--- config.mk ---
export PLATFORM = sky130hd
export DESIGN_NAME = cartridge_mapper_banking_irq_unit_flat
export DESIGN_NICKNAME = d
export VERILOG_FILES = /design/src/rtl/cmbi_pkg.sv /design/src/rtl/cmbi_if.sv /design/src/rtl/cmbi_irq.sv /design/src/rtl/cartridge_mapper_banking_irq_unit.sv /design/src/flat_wrapper.sv
export SDC_FILE = /design/constraint.sdc
export NUM_CORES = 1
export LEC_CHECK = 0
export BUFFER_PORTS_ARGS = -buffer_cell sky130_fd_sc_hd__buf_4
export CAP_MARGIN = 10
export CORE_MARGIN = 2
export CORE_UTILIZATION = 25
export DETAILED_ROUTE_END_ITERATION = 8
export GPL_ROUTABILITY_DRIVEN = 0
export PLACE_DENSITY = 0.48
export SETUP_SLACK_MARGIN = 0.3
export SYNTH_ARGS = -nofsm -noshare
export SYNTH_HDL_FRONTEND = slang
export SYNTH_HIERARCHICAL = 1
export SYNTH_SLANG_ARGS = --single-unit
--- constraint.sdc ---
create_clock -name clk -period 2.8 [get_ports clk]
set_input_delay 0.56 -clock clk [delete_from_list [all_inputs] [get_ports clk]]
set_output_delay 0.56 -clock clk [all_outputs]
set_load 0.02 [all_outputs]
--- src/rtl/cmbi_pkg.sv ---
// Shared constants, codes and types for the cartridge mapper block.
// No dependencies; every other file imports this package.
`default_nettype none
package cmbi_pkg;

	localparam int unsigned FM_CLOCK_DIVIDE = 36;
	localparam int unsigned FM_DIV_W = 6;

	localparam int unsigned FUNC_W   = 3;
	localparam int unsigned ADDR_W   = 16;
	localparam int unsigned DATA_W   = 8;
	localparam int unsigned TGT_W    = 3;
	localparam int unsigned MADDR_W  = 21;
	localparam int unsigned FMK_W    = 2;
	localparam int unsigned CHRK_W   = 2;
	localparam int unsigned PRESC_W  = 10;

	localparam logic [FUNC_W-1:0] FUNC_CPU_RD = 3'd0;
	localparam logic [FUNC_W-1:0] FUNC_CPU_WR = 3'd1;
	localparam logic [FUNC_W-1:0] FUNC_PPU_RD = 3'd2;
	localparam logic [FUNC_W-1:0] FUNC_PPU_WR = 3'd3;
	localparam logic [FUNC_W-1:0] FUNC_TICK   = 3'd4;

	localparam logic [TGT_W-1:0] TGT_OPEN    = 3'd0;
	localparam logic [TGT_W-1:0] TGT_PRG_RAM = 3'd1;
	localparam logic [TGT_W-1:0] TGT_PRG_ROM = 3'd2;
	localparam logic [TGT_W-1:0] TGT_NT      = 3'd3;
	localparam logic [TGT_W-1:0] TGT_CHR_ROM = 3'd4;
	localparam logic [TGT_W-1:0] TGT_CHR_RAM = 3'd5;
	localparam logic [TGT_W-1:0] TGT_NONE    = 3'd6;

	localparam logic [FMK_W-1:0] FMK_NONE = 2'd0;
	localparam logic [FMK_W-1:0] FMK_ADDR = 2'd1;
	localparam logic [FMK_W-1:0] FMK_DATA = 2'd2;

	localparam logic [CHRK_W-1:0] CHRK_NONE = 2'd0;
	localparam logic [CHRK_W-1:0] CHRK_ROM  = 2'd1;
	localparam logic [CHRK_W-1:0] CHRK_RAM  = 2'd2;

	localparam logic [ADDR_W-1:0] ADDR_PRG_RAM_LO = 16'h6000;
	localparam logic [ADDR_W-1:0] ADDR_ROM_LO     = 16'h8000;
	localparam logic [ADDR_W-1:0] ADDR_PRG0       = 16'h8000;
	localparam logic [ADDR_W-1:0] ADDR_PRG1       = 16'h8010;
	localparam logic [ADDR_W-1:0] ADDR_PRG2       = 16'h9000;
	localparam logic [ADDR_W-1:0] ADDR_FM_ADDR    = 16'h9010;
	localparam logic [ADDR_W-1:0] ADDR_FM_DATA    = 16'h9030;
	localparam logic [ADDR_W-1:0] ADDR_CHR0       = 16'ha000;
	localparam logic [ADDR_W-1:0] ADDR_CHR1       = 16'ha010;
	localparam logic [ADDR_W-1:0] ADDR_CHR2       = 16'hb000;
	localparam logic [ADDR_W-1:0] ADDR_CHR3       = 16'hb010;
	localparam logic [ADDR_W-1:0] ADDR_CHR4       = 16'hc000;
	localparam logic [ADDR_W-1:0] ADDR_CHR5       = 16'hc010;
	localparam logic [ADDR_W-1:0] ADDR_CHR6       = 16'hd000;
	localparam logic [ADDR_W-1:0] ADDR_CHR7       = 16'hd010;
	localparam logic [ADDR_W-1:0] ADDR_MISC       = 16'he000;
	localparam logic [ADDR_W-1:0] ADDR_IRQ_LATCH  = 16'he010;
	localparam logic [ADDR_W-1:0] ADDR_IRQ_CTRL   = 16'hf000;
	localparam logic [ADDR_W-1:0] ADDR_IRQ_ACK    = 16'hf010;

	localparam logic [DATA_W-1:0] TOP_PRG_BANK = 8'hff;
	localparam logic [DATA_W-1:0] IRQ_WRAP     = 8'hff;
	localparam logic signed [PRESC_W-1:0] PRESC_RELOAD = 10'sd341;
	localparam logic signed [PRESC_W-1:0] PRESC_STEP   = 10'sd3;

	localparam int unsigned NUM_PRG = 3;
	localparam int unsigned NUM_CHR = 8;

	typedef struct packed {
		logic              tick;
		logic              wr_latch;
		logic              wr_ctrl;
		logic              wr_ack;
		logic [DATA_W-1:0] data;
	} irq_cmd_t;

endpackage
`default_nettype wire

--- src/rtl/cmbi_if.sv ---
// Handshake channel interfaces for the mapper: request beats and result beats.
// Depends on cmbi_pkg for field widths.
`default_nettype none
interface cmbi_req_if;
	import cmbi_pkg::*;
	logic              valid;
	logic              ready;
	logic [FUNC_W-1:0] func;
	logic [ADDR_W-1:0] address;
	logic [DATA_W-1:0] data;
	modport source (output valid, output func, output address, output data, input ready);
	modport sink (input valid, input func, input address, input data, output ready);
endinterface

interface cmbi_rsp_if;
	import cmbi_pkg::*;
	logic               valid;
	logic               ready;
	logic [TGT_W-1:0]   target;
	logic [MADDR_W-1:0] mem_address;
	logic               irq_line;
	logic [FMK_W-1:0]   fm_write_kind;
	logic [DATA_W-1:0]  fm_data;
	logic               fm_reset;
	logic               fm_enabled;
	logic               fm_tick;
	logic               ram_writable;
	modport source (output valid, output target, output mem_address, output irq_line,
		output fm_write_kind, output fm_data, output fm_reset, output fm_enabled,
		output fm_tick, output ram_writable, input ready);
	modport sink (input valid, input target, input mem_address, input irq_line,
		input fm_write_kind, input fm_data, input fm_reset, input fm_enabled,
		input fm_tick, input ram_writable, output ready);
endinterface
`default_nettype wire

--- src/rtl/cmbi_irq.sv ---
// IRQ counter: latch, control, scanline prescaler and pending flag.
// Depends on cmbi_pkg; driven by one command struct per advancing beat.
`default_nettype none
module cmbi_irq (
	input  wire logic               clk,
	input  wire logic               arst_n,
	input  wire cmbi_pkg::irq_cmd_t cmd,
	output logic                    pending_nxt
);
	import cmbi_pkg::*;

	logic [DATA_W-1:0]         reload_q, reload_n;
	logic                      cyc_mode_q, cyc_mode_n;
	logic                      running_q, running_n;
	logic                      ack_en_q, ack_en_n;
	logic [DATA_W-1:0]         count_q, count_n;
	logic signed [PRESC_W-1:0] presc_q, presc_n;
	logic                      pending_q, pending_n;
	logic signed [PRESC_W-1:0] presc_dec;
	logic                      presc_le0;
	logic                      clk_cnt;

	assign presc_dec = presc_q - PRESC_STEP;
	assign presc_le0 = presc_dec[PRESC_W-1] || (presc_dec == '0);

	always_comb begin
		reload_n   = reload_q;
		cyc_mode_n = cyc_mode_q;
		running_n  = running_q;
		ack_en_n   = ack_en_q;
		count_n    = count_q;
		presc_n    = presc_q;
		pending_n  = pending_q;
		clk_cnt    = 1'b0;
		if (cmd.wr_latch) begin
			reload_n = cmd.data;
		end
		if (cmd.wr_ctrl) begin
			ack_en_n   = cmd.data[0];
			running_n  = cmd.data[1];
			cyc_mode_n = cmd.data[2];
			if (cmd.data[1]) begin
				count_n = reload_q;
				presc_n = PRESC_RELOAD;
			end
			pending_n = 1'b0;
		end
		if (cmd.wr_ack) begin
			running_n = ack_en_q;
			pending_n = 1'b0;
		end
		if (cmd.tick && running_q) begin
			if (!cyc_mode_q) begin
				presc_n = presc_le0 ? presc_dec + PRESC_RELOAD : presc_dec;
				clk_cnt = presc_le0;
			end else begin
				clk_cnt = 1'b1;
			end
		end
		if (clk_cnt) begin
			if (count_q == IRQ_WRAP) begin
				count_n   = reload_q;
				pending_n = 1'b1;
			end else begin
				count_n = count_q + 8'd1;
			end
		end
	end

	assign pending_nxt = pending_n;

	always_ff @(posedge clk or negedge arst_n) begin
		if (!arst_n) begin
			reload_q   <= '0;
			cyc_mode_q <= 1'b0;
			running_q  <= 1'b0;
			ack_en_q   <= 1'b0;
			count_q    <= '0;
			presc_q    <= '0;
			pending_q  <= 1'b0;
		end else begin
			reload_q   <= reload_n;
			cyc_mode_q <= cyc_mode_n;
			running_q  <= running_n;
			ack_en_q   <= ack_en_n;
			count_q    <= count_n;
			presc_q    <= presc_n;
			pending_q  <= pending_n;
		end
	end

endmodule
`default_nettype wire

--- src/rtl/cartridge_mapper_banking_irq_unit.sv ---
// Top level of the cartridge mapper: banking, address mapping, FM port pass-through.
// Depends on cmbi_pkg, cmbi_if and cmbi_irq.
//
//  channel | dir | handshake      | payload
//  req     | in  | valid / ready  | func, address, data
//  rsp     | out | valid / ready  | target, mem_address, irq_line, fm_*, ram_writable
//  cfg     | in  | cfg_we         | cfg_data = chr_kind
//
// One beat per cycle unless the result stalls; path: input register, result register.
// State changes as a beat moves from the input register into the result register.
// A stalled result holds its register; the input register still takes a beat if the
// result is leaving. Reset: all mapper registers to power-on values, chr_kind ROM.
`default_nettype none
module cartridge_mapper_banking_irq_unit (
	input  wire logic                    clk,
	input  wire logic                    arst_n,
	cmbi_req_if.sink                     req,
	cmbi_rsp_if.source                   rsp,
	input  wire logic                    cfg_we,
	input  wire logic [cmbi_pkg::CHRK_W-1:0] cfg_data
);
	import cmbi_pkg::*;

	logic              vld_s1;
	logic [FUNC_W-1:0] func_s1;
	logic [ADDR_W-1:0] addr_s1;
	logic [DATA_W-1:0] data_s1;
	logic              adv;

	logic [CHRK_W-1:0]   chr_kind_q;
	logic [DATA_W-1:0]   prg_bank_q [NUM_PRG];
	logic [DATA_W-1:0]   chr_bank_q [NUM_CHR];
	logic [1:0]          mirror_q;
	logic                fm_dis_q;
	logic                ram_we_q;
	logic [FM_DIV_W-1:0] fm_div_q;

	logic [1:0]          mirror_n;
	logic                fm_dis_n;
	logic                ram_we_n;
	logic [FM_DIV_W-1:0] fm_div_n;
	logic [FM_DIV_W-1:0] fm_div_inc;

	logic [TGT_W-1:0]   tgt;
	logic [MADDR_W-1:0] maddr;
	logic [FMK_W-1:0]   fmk;
	logic [DATA_W-1:0]  fmd;
	logic               fmr;
	logic               fmt;
	logic [13:0]        pa;
	logic [DATA_W-1:0]  prg_sel;
	logic [10:0]        nt_a;
	logic [17:0]        chr_a;
	logic               is_wr;

	irq_cmd_t irq_cmd;
	logic     irq_pend_nxt;

	logic               rsp_vld_q;
	logic [TGT_W-1:0]   rsp_tgt_q;
	logic [MADDR_W-1:0] rsp_maddr_q;
	logic               rsp_irq_q;
	logic [FMK_W-1:0]   rsp_fmk_q;
	logic [DATA_W-1:0]  rsp_fmd_q;
	logic               rsp_fmr_q;
	logic               rsp_fme_q;
	logic               rsp_fmt_q;
	logic               rsp_ramw_q;

	assign adv       = vld_s1 && (!rsp_vld_q || rsp.ready);
	assign req.ready = !vld_s1 || adv;

	always_ff @(posedge clk or negedge arst_n) begin
		if (!arst_n) begin
			vld_s1 <= 1'b0;
		end else if (req.ready) begin
			vld_s1 <= req.valid;
		end
	end

	always_ff @(posedge clk) begin
		if (req.ready && req.valid) begin
			func_s1 <= req.func;
			addr_s1 <= req.address;
			data_s1 <= req.data;
		end
	end

	always_ff @(posedge clk or negedge arst_n) begin
		if (!arst_n) begin
			chr_kind_q <= CHRK_ROM;
		end else if (cfg_we) begin
			chr_kind_q <= cfg_data;
		end
	end

	// address mapping
	assign pa    = addr_s1[13:0];
	assign chr_a = {chr_bank_q[pa[12:10]], pa[9:0]};
	assign is_wr = (func_s1 == FUNC_CPU_WR);

	always_comb begin
		case (addr_s1[15:13])
			3'b100:  prg_sel = prg_bank_q[0];
			3'b101:  prg_sel = prg_bank_q[1];
			3'b110:  prg_sel = prg_bank_q[2];
			default: prg_sel = TOP_PRG_BANK;
		endcase
	end

	always_comb begin
		case (mirror_q)
			2'd0:    nt_a = {pa[10], pa[9:0]};
			2'd1:    nt_a = {pa[11], pa[9:0]};
			2'd2:    nt_a = {1'b0, pa[9:0]};
			default: nt_a = {1'b1, pa[9:0]};
		endcase
	end

	always_comb begin
		tgt   = TGT_NONE;
		maddr = '0;
		case (func_s1)
			FUNC_CPU_RD: begin
				if (addr_s1 < ADDR_PRG_RAM_LO) begin
					tgt = TGT_OPEN;
				end else if (addr_s1 < ADDR_ROM_LO) begin
					tgt   = TGT_PRG_RAM;
					maddr = {8'd0, addr_s1[12:0]};
				end else begin
					tgt   = TGT_PRG_ROM;
					maddr = {prg_sel, addr_s1[12:0]};
				end
			end
			FUNC_CPU_WR: begin
				if (addr_s1 >= ADDR_PRG_RAM_LO && addr_s1 < ADDR_ROM_LO) begin
					tgt   = TGT_PRG_RAM;
					maddr = {8'd0, addr_s1[12:0]};
				end
			end
			FUNC_PPU_RD, FUNC_PPU_WR: begin
				if (pa[13]) begin
					tgt   = TGT_NT;
					maddr = {10'd0, nt_a};
				end else if (chr_kind_q == CHRK_RAM) begin
					tgt   = TGT_CHR_RAM;
					maddr = {3'd0, chr_a};
				end else if (chr_kind_q == CHRK_ROM && func_s1 == FUNC_PPU_RD) begin
					tgt   = TGT_CHR_ROM;
					maddr = {3'd0, chr_a};
				end
			end
			default: begin
				tgt = TGT_NONE;
			end
		endcase
	end

	// mapper register writes
	always_comb begin
		mirror_n = mirror_q;
		fm_dis_n = fm_dis_q;
		ram_we_n = ram_we_q;
		fmk      = FMK_NONE;
		fmd      = '0;
		fmr      = 1'b0;
		irq_cmd  = '0;
		irq_cmd.data = data_s1;
		if (adv && is_wr) begin
			case (addr_s1)
				ADDR_FM_ADDR: begin
					fmk = FMK_ADDR;
					fmd = data_s1;
				end
				ADDR_FM_DATA: begin
					fmk = FMK_DATA;
					fmd = data_s1;
				end
				ADDR_MISC: begin
					fmr      = fm_dis_q && !data_s1[6];
					mirror_n = data_s1[1:0];
					fm_dis_n = data_s1[6];
					ram_we_n = data_s1[7];
				end
				ADDR_IRQ_LATCH: irq_cmd.wr_latch = 1'b1;
				ADDR_IRQ_CTRL:  irq_cmd.wr_ctrl  = 1'b1;
				ADDR_IRQ_ACK:   irq_cmd.wr_ack   = 1'b1;
				default: ;
			endcase
		end
		irq_cmd.tick = adv && (func_s1 == FUNC_TICK);
	end

	// FM clock divider
	assign fm_div_inc = fm_div_q + 6'd1;
	always_comb begin
		fm_div_n = fm_div_q;
		fmt      = 1'b0;
		if (irq_cmd.tick) begin
			if (fm_div_inc == FM_DIV_W'(FM_CLOCK_DIVIDE)) begin
				fm_div_n = '0;
				fmt      = 1'b1;
			end else begin
				fm_div_n = fm_div_inc;
			end
		end
	end

	always_ff @(posedge clk or negedge arst_n) begin
		if (!arst_n) begin
			for (int i = 0; i < NUM_PRG; i++) prg_bank_q[i] <= '0;
			for (int i = 0; i < NUM_CHR; i++) chr_bank_q[i] <= '0;
			mirror_q <= '0;
			fm_dis_q <= 1'b1;
			ram_we_q <= 1'b1;
			fm_div_q <= '0;
		end else begin
			mirror_q <= mirror_n;
			fm_dis_q <= fm_dis_n;
			ram_we_q <= ram_we_n;
			fm_div_q <= fm_div_n;
			if (adv && is_wr) begin
				case (addr_s1)
					ADDR_PRG0: prg_bank_q[0] <= data_s1;
					ADDR_PRG1: prg_bank_q[1] <= data_s1;
					ADDR_PRG2: prg_bank_q[2] <= data_s1;
					ADDR_CHR0: chr_bank_q[0] <= data_s1;
					ADDR_CHR1: chr_bank_q[1] <= data_s1;
					ADDR_CHR2: chr_bank_q[2] <= data_s1;
					ADDR_CHR3: chr_bank_q[3] <= data_s1;
					ADDR_CHR4: chr_bank_q[4] <= data_s1;
					ADDR_CHR5: chr_bank_q[5] <= data_s1;
					ADDR_CHR6: chr_bank_q[6] <= data_s1;
					ADDR_CHR7: chr_bank_q[7] <= data_s1;
					default: ;
				endcase
			end
		end
	end

	cmbi_irq u_irq (
		.clk         (clk),
		.arst_n      (arst_n),
		.cmd         (irq_cmd),
		.pending_nxt (irq_pend_nxt)
	);

	// result register
	always_ff @(posedge clk or negedge arst_n) begin
		if (!arst_n) begin
			rsp_vld_q <= 1'b0;
		end else if (adv) begin
			rsp_vld_q <= 1'b1;
		end else if (rsp.ready) begin
			rsp_vld_q <= 1'b0;
		end
	end

	always_ff @(posedge clk) begin
		if (adv) begin
			rsp_tgt_q   <= tgt;
			rsp_maddr_q <= maddr;
			rsp_irq_q   <= irq_pend_nxt;
			rsp_fmk_q   <= fmk;
			rsp_fmd_q   <= fmd;
			rsp_fmr_q   <= fmr;
			rsp_fme_q   <= !fm_dis_n;
			rsp_fmt_q   <= fmt;
			rsp_ramw_q  <= ram_we_n;
		end
	end

	assign rsp.valid         = rsp_vld_q;
	assign rsp.target        = rsp_tgt_q;
	assign rsp.mem_address   = rsp_maddr_q;
	assign rsp.irq_line      = rsp_irq_q;
	assign rsp.fm_write_kind = rsp_fmk_q;
	assign rsp.fm_data       = rsp_fmd_q;
	assign rsp.fm_reset      = rsp_fmr_q;
	assign rsp.fm_enabled    = rsp_fme_q;
	assign rsp.fm_tick       = rsp_fmt_q;
	assign rsp.ram_writable  = rsp_ramw_q;

	a_irq_clear: assert property (@(posedge clk) disable iff (!arst_n)
		adv && is_wr && (addr_s1 == ADDR_IRQ_CTRL || addr_s1 == ADDR_IRQ_ACK)
		|=> !rsp_irq_q)
		else $error("irq pending not cleared by control write");

	a_tick_only: assert property (@(posedge clk) disable iff (!arst_n)
		adv && func_s1 != FUNC_TICK |=> !rsp_fmt_q)
		else $error("fm tick without cycle tick");

	a_div_range: assert property (@(posedge clk) disable iff (!arst_n)
		fm_div_q < FM_DIV_W'(FM_CLOCK_DIVIDE))
		else $error("fm divider out of range");

	a_zero_addr: assert property (@(posedge clk) disable iff (!arst_n)
		rsp_vld_q && (rsp_tgt_q == TGT_OPEN || rsp_tgt_q == TGT_NONE)
		|-> rsp_maddr_q == '0)
		else $error("nonzero address with no target");

endmodule
`default_nettype wire

--- src/flat_wrapper.sv ---
// flat-port wrapper written by rule: the top's interface ports become plain ports
module cartridge_mapper_banking_irq_unit_flat import cmbi_pkg::*;
  (clk, arst_n, cfg_we, cfg_data, req_valid, req_func, req_address, req_data, req_ready, rsp_valid, rsp_target, rsp_mem_address, rsp_irq_line, rsp_fm_write_kind, rsp_fm_data, rsp_fm_reset, rsp_fm_enabled, rsp_fm_tick, rsp_ram_writable, rsp_ready);
  cmbi_req_if req_i ();
  cmbi_rsp_if rsp_i ();
  input  wire logic clk;
  input  wire logic arst_n;
  input  wire logic cfg_we;
  input  wire logic [cmbi_pkg::CHRK_W-1:0] cfg_data;
  input wire logic [$bits(req_i.valid)-1:0] req_valid;
  input wire logic [$bits(req_i.func)-1:0] req_func;
  input wire logic [$bits(req_i.address)-1:0] req_address;
  input wire logic [$bits(req_i.data)-1:0] req_data;
  output wire logic [$bits(req_i.ready)-1:0] req_ready;
  output wire logic [$bits(rsp_i.valid)-1:0] rsp_valid;
  output wire logic [$bits(rsp_i.target)-1:0] rsp_target;
  output wire logic [$bits(rsp_i.mem_address)-1:0] rsp_mem_address;
  output wire logic [$bits(rsp_i.irq_line)-1:0] rsp_irq_line;
  output wire logic [$bits(rsp_i.fm_write_kind)-1:0] rsp_fm_write_kind;
  output wire logic [$bits(rsp_i.fm_data)-1:0] rsp_fm_data;
  output wire logic [$bits(rsp_i.fm_reset)-1:0] rsp_fm_reset;
  output wire logic [$bits(rsp_i.fm_enabled)-1:0] rsp_fm_enabled;
  output wire logic [$bits(rsp_i.fm_tick)-1:0] rsp_fm_tick;
  output wire logic [$bits(rsp_i.ram_writable)-1:0] rsp_ram_writable;
  input wire logic [$bits(rsp_i.ready)-1:0] rsp_ready;
  assign req_i.valid = req_valid;
  assign req_i.func = req_func;
  assign req_i.address = req_address;
  assign req_i.data = req_data;
  assign req_ready = req_i.ready;
  assign rsp_valid = rsp_i.valid;
  assign rsp_target = rsp_i.target;
  assign rsp_mem_address = rsp_i.mem_address;
  assign rsp_irq_line = rsp_i.irq_line;
  assign rsp_fm_write_kind = rsp_i.fm_write_kind;
  assign rsp_fm_data = rsp_i.fm_data;
  assign rsp_fm_reset = rsp_i.fm_reset;
  assign rsp_fm_enabled = rsp_i.fm_enabled;
  assign rsp_fm_tick = rsp_i.fm_tick;
  assign rsp_ram_writable = rsp_i.ram_writable;
  assign rsp_i.ready = rsp_ready;
  cartridge_mapper_banking_irq_unit u_core (.clk(clk), .arst_n(arst_n), .req(req_i), .rsp(rsp_i), .cfg_we(cfg_we), .cfg_data(cfg_data));
endmodule
==> reports/results.ini, run 1 <==
[synthesis]
syn_area_per_cell_um2 = 13.7
synth_most_common_cell = dfrtp_1
syn-num-nets = 715
yosysSeqAreaShare_pct = 57.2
synth_top_area_cell = dfrtp_1
ys_async_sr_fraction_pct = 66.7
synthTopCellsByCount = dfrtp_1, mux2_2, edfxtp_1, o21ai_0
synth-edff-count = 66
ys_ff_latch = 198
synth.area.top_cells = dfrtp_1, edfxtp_1, mux2_2, mux4_2, nor4_4
yosys.area.top_type_share_pct = 34.9
syn_inst = 677
synth.distinct_cells = 74
synth_area_mm2 = 0.00925
ys.flop_type = dfrtp_1
yosys_warnings = 6

[finish]
diodes = 0
instances_no_fill = 1264
area_delta_synth_final_pct = 22.2
final_nets = 821
drive_above_1_share_pct = 41.6
final_core_util_pct = 30.9

[routing]
drt-pass1-iter-count = 4
drt_iter0_drc = 308
drc = 0
vias_per_cell = 4.60
wl_per_cell_um = 17.8
postRouteAntennaNets = 0
via_count = 5809
drt-total-wl_mm = 22.5

[sta]
max_freq_ghz = 0.398
rsz0062_at_grt = yes
setup_tns_ps = 0
setup_viol = 0
final_hold_viol_count = 0
fin_crit_ps = 2510
drv_slew = 0
relSlewSlack_pct = 43.1
worst_slack_ps = 290
post-route-period-util_pct = 89.7
worst-slew-pin-transition_ps = 850
skew_ps = 16.5

[die]
initial_utilization_pct = 25.3
die_x_um = 196
die-height_um = 196
die-area_mm2 = 0.0386
pin_count = 75
core_mm2 = 0.0365
fp-row-count = 70

[power]
power_frac_clock_pct = 40.9
p_seq_share_pct = 51.8
p_sw_mw = 1.57
p_leak_nw = 4.83
power.internal_mw = 4.64
fin_total_pwr_mw = 6.21
ir_worst_vdd_mv = 0.381
combinationalPowerShare_pct = 7.3
swShare_pct = 25.2
power.density_mw_per_mm2 = 549

[worst_setup_path]
crit_path_start_kind = register
critical_path_class = reg2reg
worstRegToRegCells = 7
regToRegStartpoint = u_core/u_irq/presc_q[1]
r2r_end = u_core/rsp.irq_line
required_ps = 2980
crit_path_max_fanout = 7
r2r_setup_slack_ps = 290
crit_path_end_kind = register
cp.arrival_ps = 2690

[grt]
grt_usage_pct = 12.2
grt_max_degree = 56
grt_overflow = 0
grt_first_pass_wirelength_mm = 36.1
antenna_found_initial = 0
grt_pass1_vias = 6091

[job]
drv_cap = 0

[cts]
root_buffer = clkbuf_16
clock-sinks = 198
cts_max_level = 4
clockBufferDepth = 2
cts_tree = yes
clk_pin_slew_worst_paths_ps = 80
clk_latency_ps = 450
cts_buffers = 17

[placed_design]
io_buffers = 74
dp_hpwl_mm = 15.5
dpl.cell_count = 1225
preCtsSetupSlack_ps = 160

[worst_hold_path]
min_path_type = in2async

[status]
status = finished, final reports clean

[registers in the layout, indices dropped and copies added, names as in the netlist, 2 cells and up]
register and flops:
u_core/fm_div_q 6, u_core/rsp.target 3, u_core/chr_kind_q 2, u_core/u_irq/reload_q 8
u_core/prg_bank_q 24, u_core/func_s1 3, u_core/chr_bank_q 64, u_core/mirror_q 2
u_core/u_irq/presc_q 10, u_core/rsp.mem_address 21, u_core/data_s1 8, u_core/rsp.fm_data 8
u_core/u_irq/count_q 8, u_core/rsp.fm_write_kind 2, u_core/addr_s1 16
[per-stage QoR]
stage / area, um2 / hold slack (ps)
finish: 11300 / 43.5
global placement: 10600 / 474
floorplan: 9300 / 264
global route: 11300 / 66.5
CTS: 11300 / 49.5
detailed placement: 10600 / 478
[power groups by stage]
| stage | combinational [mW] | clock [mW] | sequential (mW) |
|---|---|---|---|
| after floorplan | 0.202 | 0 | 3.27 |
| after global placement | 0.464 | 0 | 3.27 |
| after detailed placement | 0.466 | 0 | 3.27 |
| after CTS | 0.467 | 2.62 | 3.21 |
| after global routing | 0.501 | 2.73 | 3.23 |
| final | 0.455 | 2.54 | 3.21 |
[cells by family (layout without fill, tap and decap cells)]
group	after synthesis	count (layout)	share of synthesized area (%)
mux	133	133	18.0
xor+xnor	13	13	1.31
compound gates	108	108	8.22
fa+ha+maj	4	4	0.541
buf+inv	46	165	2.06
simple gates	175	175	12.7
flops	198	198	57.2
[worst max-delay path, stage by stage, from the launching register on]
cell,delay [ps]
dfrtp_2,450
ha_4,170
or4_4,450
or4_4,450
nand4_4,160
a31oi_4,150
buf_4,180
a22o_1,220
[cell usage in the layout, fill, tap and decap left out, types with 14 or more instances in the layout]
| cell type | synthesis | layout |
|---|---|---|
| mux2_2 | 109 | 109 |
| clkbuf_16 | 0 | 17 |
| nand2_1 | 26 | 23 |
| o21ai_0 | 29 | 29 |
| nor2_1 | 26 | 22 |
| mux4_2 | 16 | 16 |
| dfrtp_1 | 129 | 126 |
| a21oi_1 | 16 | 16 |
| and2_1 | 25 | 22 |
| buf_4 | 0 | 116 |
| edfxtp_1 | 66 | 66 |
| inv_1 | 14 | 14 |
[layer usage]
metal  track usage, %  part of all wire, %  vias to the layer above
li1                 -                    -                     2759
met1             17.1                   49                     2936
met2             18.7                   45                      106
met3             2.75                  5.1                        8
met4             3.45                 0.79                        0
met5                0                    0                        -
[worst max path at each step]
stage                            startpoint  cells past startpoint  slack, ps                      end
floorplan           u_core/u_irq/presc_q[1]                      9        290  u_core/u_irq/count_q[2]
global placement    u_core/u_irq/presc_q[1]                      8        250  u_core/u_irq/presc_q[3]
detailed placement                rsp_ready                      9        160  u_core/u_irq/count_q[2]
CTS                 u_core/u_irq/presc_q[1]                      8        280  u_core/u_irq/count_q[2]
global route        u_core/u_irq/presc_q[1]                      8        190  u_core/u_irq/count_q[1]
finish              u_core/u_irq/presc_q[1]                      7        290      u_core/rsp.irq_line
[what timing repair did]
item                                    in CTS  in global routing
buffers inserted                             4                  3
cloned                                       0                  0
hold buffers                                 0                  0
resized for setup                            3                 11
pin swaps                                    4                  1
endpoints found under the setup margin      11                 22
[area by class of cell]
cell class,count,area [um2]
fill,3655,25200
sequential,198,5290
multi-input combinational,433,3840
timing repair buffer,119,922
tap,468,586
clock buffer,17,425
clock inverter,15,178
inverter,14,52.6
(Power assumes the default switching activity.)
==> run 2: changes to the inputs <==
--- a/config.mk
+++ b/config.mk
@@ -6,5 +6,5 @@
 export NUM_CORES = 1
 export LEC_CHECK = 0
-export BUFFER_PORTS_ARGS = -buffer_cell sky130_fd_sc_hd__buf_4
+export BUFFER_PORTS_ARGS = -buffer_cell sky130_fd_sc_hd__clkbuf_2
 export CAP_MARGIN = 10
 export CORE_MARGIN = 2
@@ -16,4 +16,3 @@
 export SYNTH_ARGS = -nofsm -noshare
 export SYNTH_HDL_FRONTEND = slang
-export SYNTH_HIERARCHICAL = 1
 export SYNTH_SLANG_ARGS = --single-unit
==> constraint.sdc (replaced) <==
create_clock -name clk -period 2.8 [get_ports clk]
set_input_delay 0.84 -clock clk [delete_from_list [all_inputs] [get_ports clk]]
set_output_delay 0.84 -clock clk [all_outputs]
set_load 0.02 [all_outputs]
==> reports/results.ini, run 2 <==
[finish]
drive_above_1_share_pct = 39.2  ; -2.3 points
largest_reg_flops = 64  ; unchanged
finalInstanceArea_mm2 = 0.0110  ; -2.8%
final_common_cell = dfrtp_1
largest-register = u_core.chr_bank_q
most-common-layout-cells = dfrtp_1, mux2_2, clkbuf_2, edfxtp_1, buf_4
final_nets = 838  ; +2.1%
diodes = 0  ; unchanged
final_core_util_pct = 30.8  ; -0.13 points
nFillCells = 3627  ; -0.77%
area_delta_synth_final_pct = 21.1

[sta]
holdWs_ps = 323  ; +279 ps
post-route-period-util_pct = 87.4  ; -2.3 points
setup_viol = 0  ; unchanged
fin_crit_ps = 2450  ; -63.6 ps
skew_ps = 19.0  ; +2.53 ps
max_freq_ghz = 0.409  ; +2.6%
rsz0062_at_grt = yes
setup_tns_ps = 0  ; unchanged
drv_slew = 0  ; unchanged
relSlewSlack_pct = 47.0  ; +3.9 points
final_hold_viol_count = 0  ; unchanged
worst-slew-pin-transition_ps = 793  ; -57.6 ps

[routing]
drt-pass1-iter-count = 4  ; unchanged
wl_per_cell_um = 18.0  ; +1.4%
via_count = 5908  ; +1.7%
vias_per_cell = 4.64  ; +0.91%
postRouteAntennaNets = 0  ; unchanged
drt-total-wl_mm = 23.0  ; +2.2%
drt_iter0_drc = 320  ; +3.9%
drc = 0  ; unchanged

[power]
swShare_pct = 27.0  ; +1.7 points
power.internal_mw = 4.45  ; -4.1%
p_leak_nw = 4.87  ; +0.89%
combinationalPowerShare_pct = 6.6  ; -0.7 points
p_sw_mw = 1.64  ; +4.9%
power_frac_clock_pct = 41.0  ; about the same
p_seq_share_pct = 52.3  ; +0.5 points
fin_total_pwr_mw = 6.09  ; -1.8%
ir_worst_vdd_mv = 0.317  ; -17%
power.density_mw_per_mm2 = 555  ; +0.97%

[status]
status = finished, final reports clean

[synthesis]
synthTopCellsByCount = dfrtp_1, mux2_2, edfxtp_1, nand2_1, nor2_1
yosys_warnings = 0  ; -6
yosysSeqAreaShare_pct = 58.3  ; +1.1 points
syn_area_per_cell_um2 = 13.2  ; -3.6%
synth-edff-count = 66  ; unchanged
synth.area.top_cells = dfrtp_1, edfxtp_1, mux2_2, mux4_2, nand2_1
ys.flop_type = dfrtp_1
synth_top_area_cell = dfrtp_1
syn_inst = 689  ; +1.8%
yosys.area.top_type_share_pct = 35.6  ; +0.68 points
synth_area_mm2 = 0.00907  ; -1.9%
synth.distinct_cells = 68  ; -8.1%
ys_ff_latch = 198  ; unchanged
ys_async_sr_fraction_pct = 66.7  ; unchanged
syn-num-nets = 727  ; +1.7%
synth_most_common_cell = dfrtp_1

[grt]
grt_usage_pct = 12.5  ; +0.33 points
busiest_layer = met2
use_met1_pct = 16.3  ; -0.79 points
grt_max_degree = 46  ; -18%
grt_first_pass_wirelength_mm = 35.8  ; -0.88%
grt_overflow = 0  ; unchanged
use_met2_pct = 21.1  ; +2.4 points
gr-usage-met3_pct = 2.39  ; -0.36 points
grt_pass1_vias = 5976  ; -1.9%
antenna_found_initial = 0  ; unchanged

[placed_design]
placed_cell_area_mm2 = 0.0103  ; -3.1%
io_buffers = 74  ; unchanged
dp_hpwl_mm = 16.0  ; +3.0%

[cts]
cts_max_level = 4  ; unchanged
cts_buffers = 17  ; unchanged
clk_pin_slew_worst_paths_ps = 80  ; about the same
clockBufferDepth = 2  ; unchanged
clk_latency_ps = 450  ; about the same
root_buffer = clkbuf_16
cts_tree = yes
clock-sinks = 198  ; unchanged

[worst_setup_path]
crit_path_max_fanout = 5  ; -2
critical_path_class = reg2reg
required_ps = 3000  ; +20 ps
crit_path_start_kind = register
cp.arrival_ps = 2650  ; -40 ps
r2r_setup_slack_ps = 350  ; +60 ps
crit_path_end_kind = register

[die]
initial_utilization_pct = 25.4  ; +0.12 points
fp-row-count = 69  ; -1.4%
core_mm2 = 0.0357  ; -2.4%
die_x_um = 195  ; -0.94%
die-height_um = 195  ; -0.94%
pin_count = 75  ; unchanged
die-area_mm2 = 0.0378  ; -1.9%

[job]
drv_cap = 0  ; unchanged

[worst_hold_path]
min_path_type = in2async

## run 2: repair_timing
| action | in CTS | in global routing |
|---|---|---|
| setup endpoints to repair | 57 | 77 |
| pin swaps | 0 | 4 |
| buffers inserted | 0 | 4 |
| resized for setup | 2 | 17 |
| hold buffers | 0 | 0 |
## run 2: per-layer routing
metal | vias up | part of all wire (%) | wire, um
met4 | 0 | 1.0 | 233
li1 | 2786 | - | -
met2 | 82 | 49 | 11400
met1 | 3023 | 46 | 10700
met5 | - | 0 | 0
met3 | 17 | 3.1 | 704
## run 2: power by group through the flow
stage	sequential [mW]	clock, mW	combinational, mW
after global routing	3.20	2.70	0.449
after CTS	3.19	2.58	0.415
after detailed placement	3.25	0	0.412
after global placement	3.25	0	0.412
final	3.19	2.50	0.404
after floorplan	3.25	0	0.176
## run 2: final timing paths
path                                        start                      end  cells past startpoint
setup reg to reg                u_core.addr_s1[1]  u_core.rsp.ram_writable                      7
hold reg to reg            u_core.u_irq.running_q   u_core.u_irq.running_q                      1
hold / removal                             arst_n       u_core.fm_div_q[4]                      1
setup / recovery                u_core.addr_s1[1]  u_core.rsp.ram_writable                      7
min in group clk           u_core.u_irq.running_q   u_core.u_irq.running_q                      1
max in group asynchronous                  arst_n     u_core.chr_kind_q[0]                      2
## run 2: per-stage QoR
step                setup slack, ps  std cells
finish                          353       1274
global route                    263       1274
CTS                             250       1270
detailed placement             69.6       1238
global placement               82.3       1238
floorplan                       321        689
## run 2: kinds of logic (layout without fill, tap and decap cells)
kind of cell / after synthesis / after routing / share of synthesized area, %
AO/OA/AOI/OAI: 108 / 108 / 8.15
XOR/XNOR: 14 / 14 / 1.43
adder cells (fa/ha/maj): 4 / 4 / 0.552
buffers and inverters: 47 / 171 / 2.15
flip-flops: 198 / 198 / 58.3
multiplexers: 127 / 127 / 17.7
AND/OR/NAND/NOR: 191 / 191 / 11.8
## run 2: area by class of cell
| class | instances | area, um2 | share of cell area, % |
|---|---|---|---|
| timing repair buffer | 126 | 792 | 7.21 |
| sequential | 198 | 5290 | 48.1 |
| inverter | 13 | 48.8 | 0.444 |
| tap | 461 | 577 | 5.25 |
| multi-input combinational | 444 | 3680 | 33.5 |
| clock buffer | 17 | 425 | 3.87 |
| clock inverter | 15 | 178 | 1.62 |
## run 2: worst max-delay path, stage by stage (launching register included)
cell and delay [ps]:
edfxtp_1 440, nor4_1 300, buf_4 160, nand3_2 170, nor4b_4 370, and2b_1 290
nand2_2 150, mux2_2 320
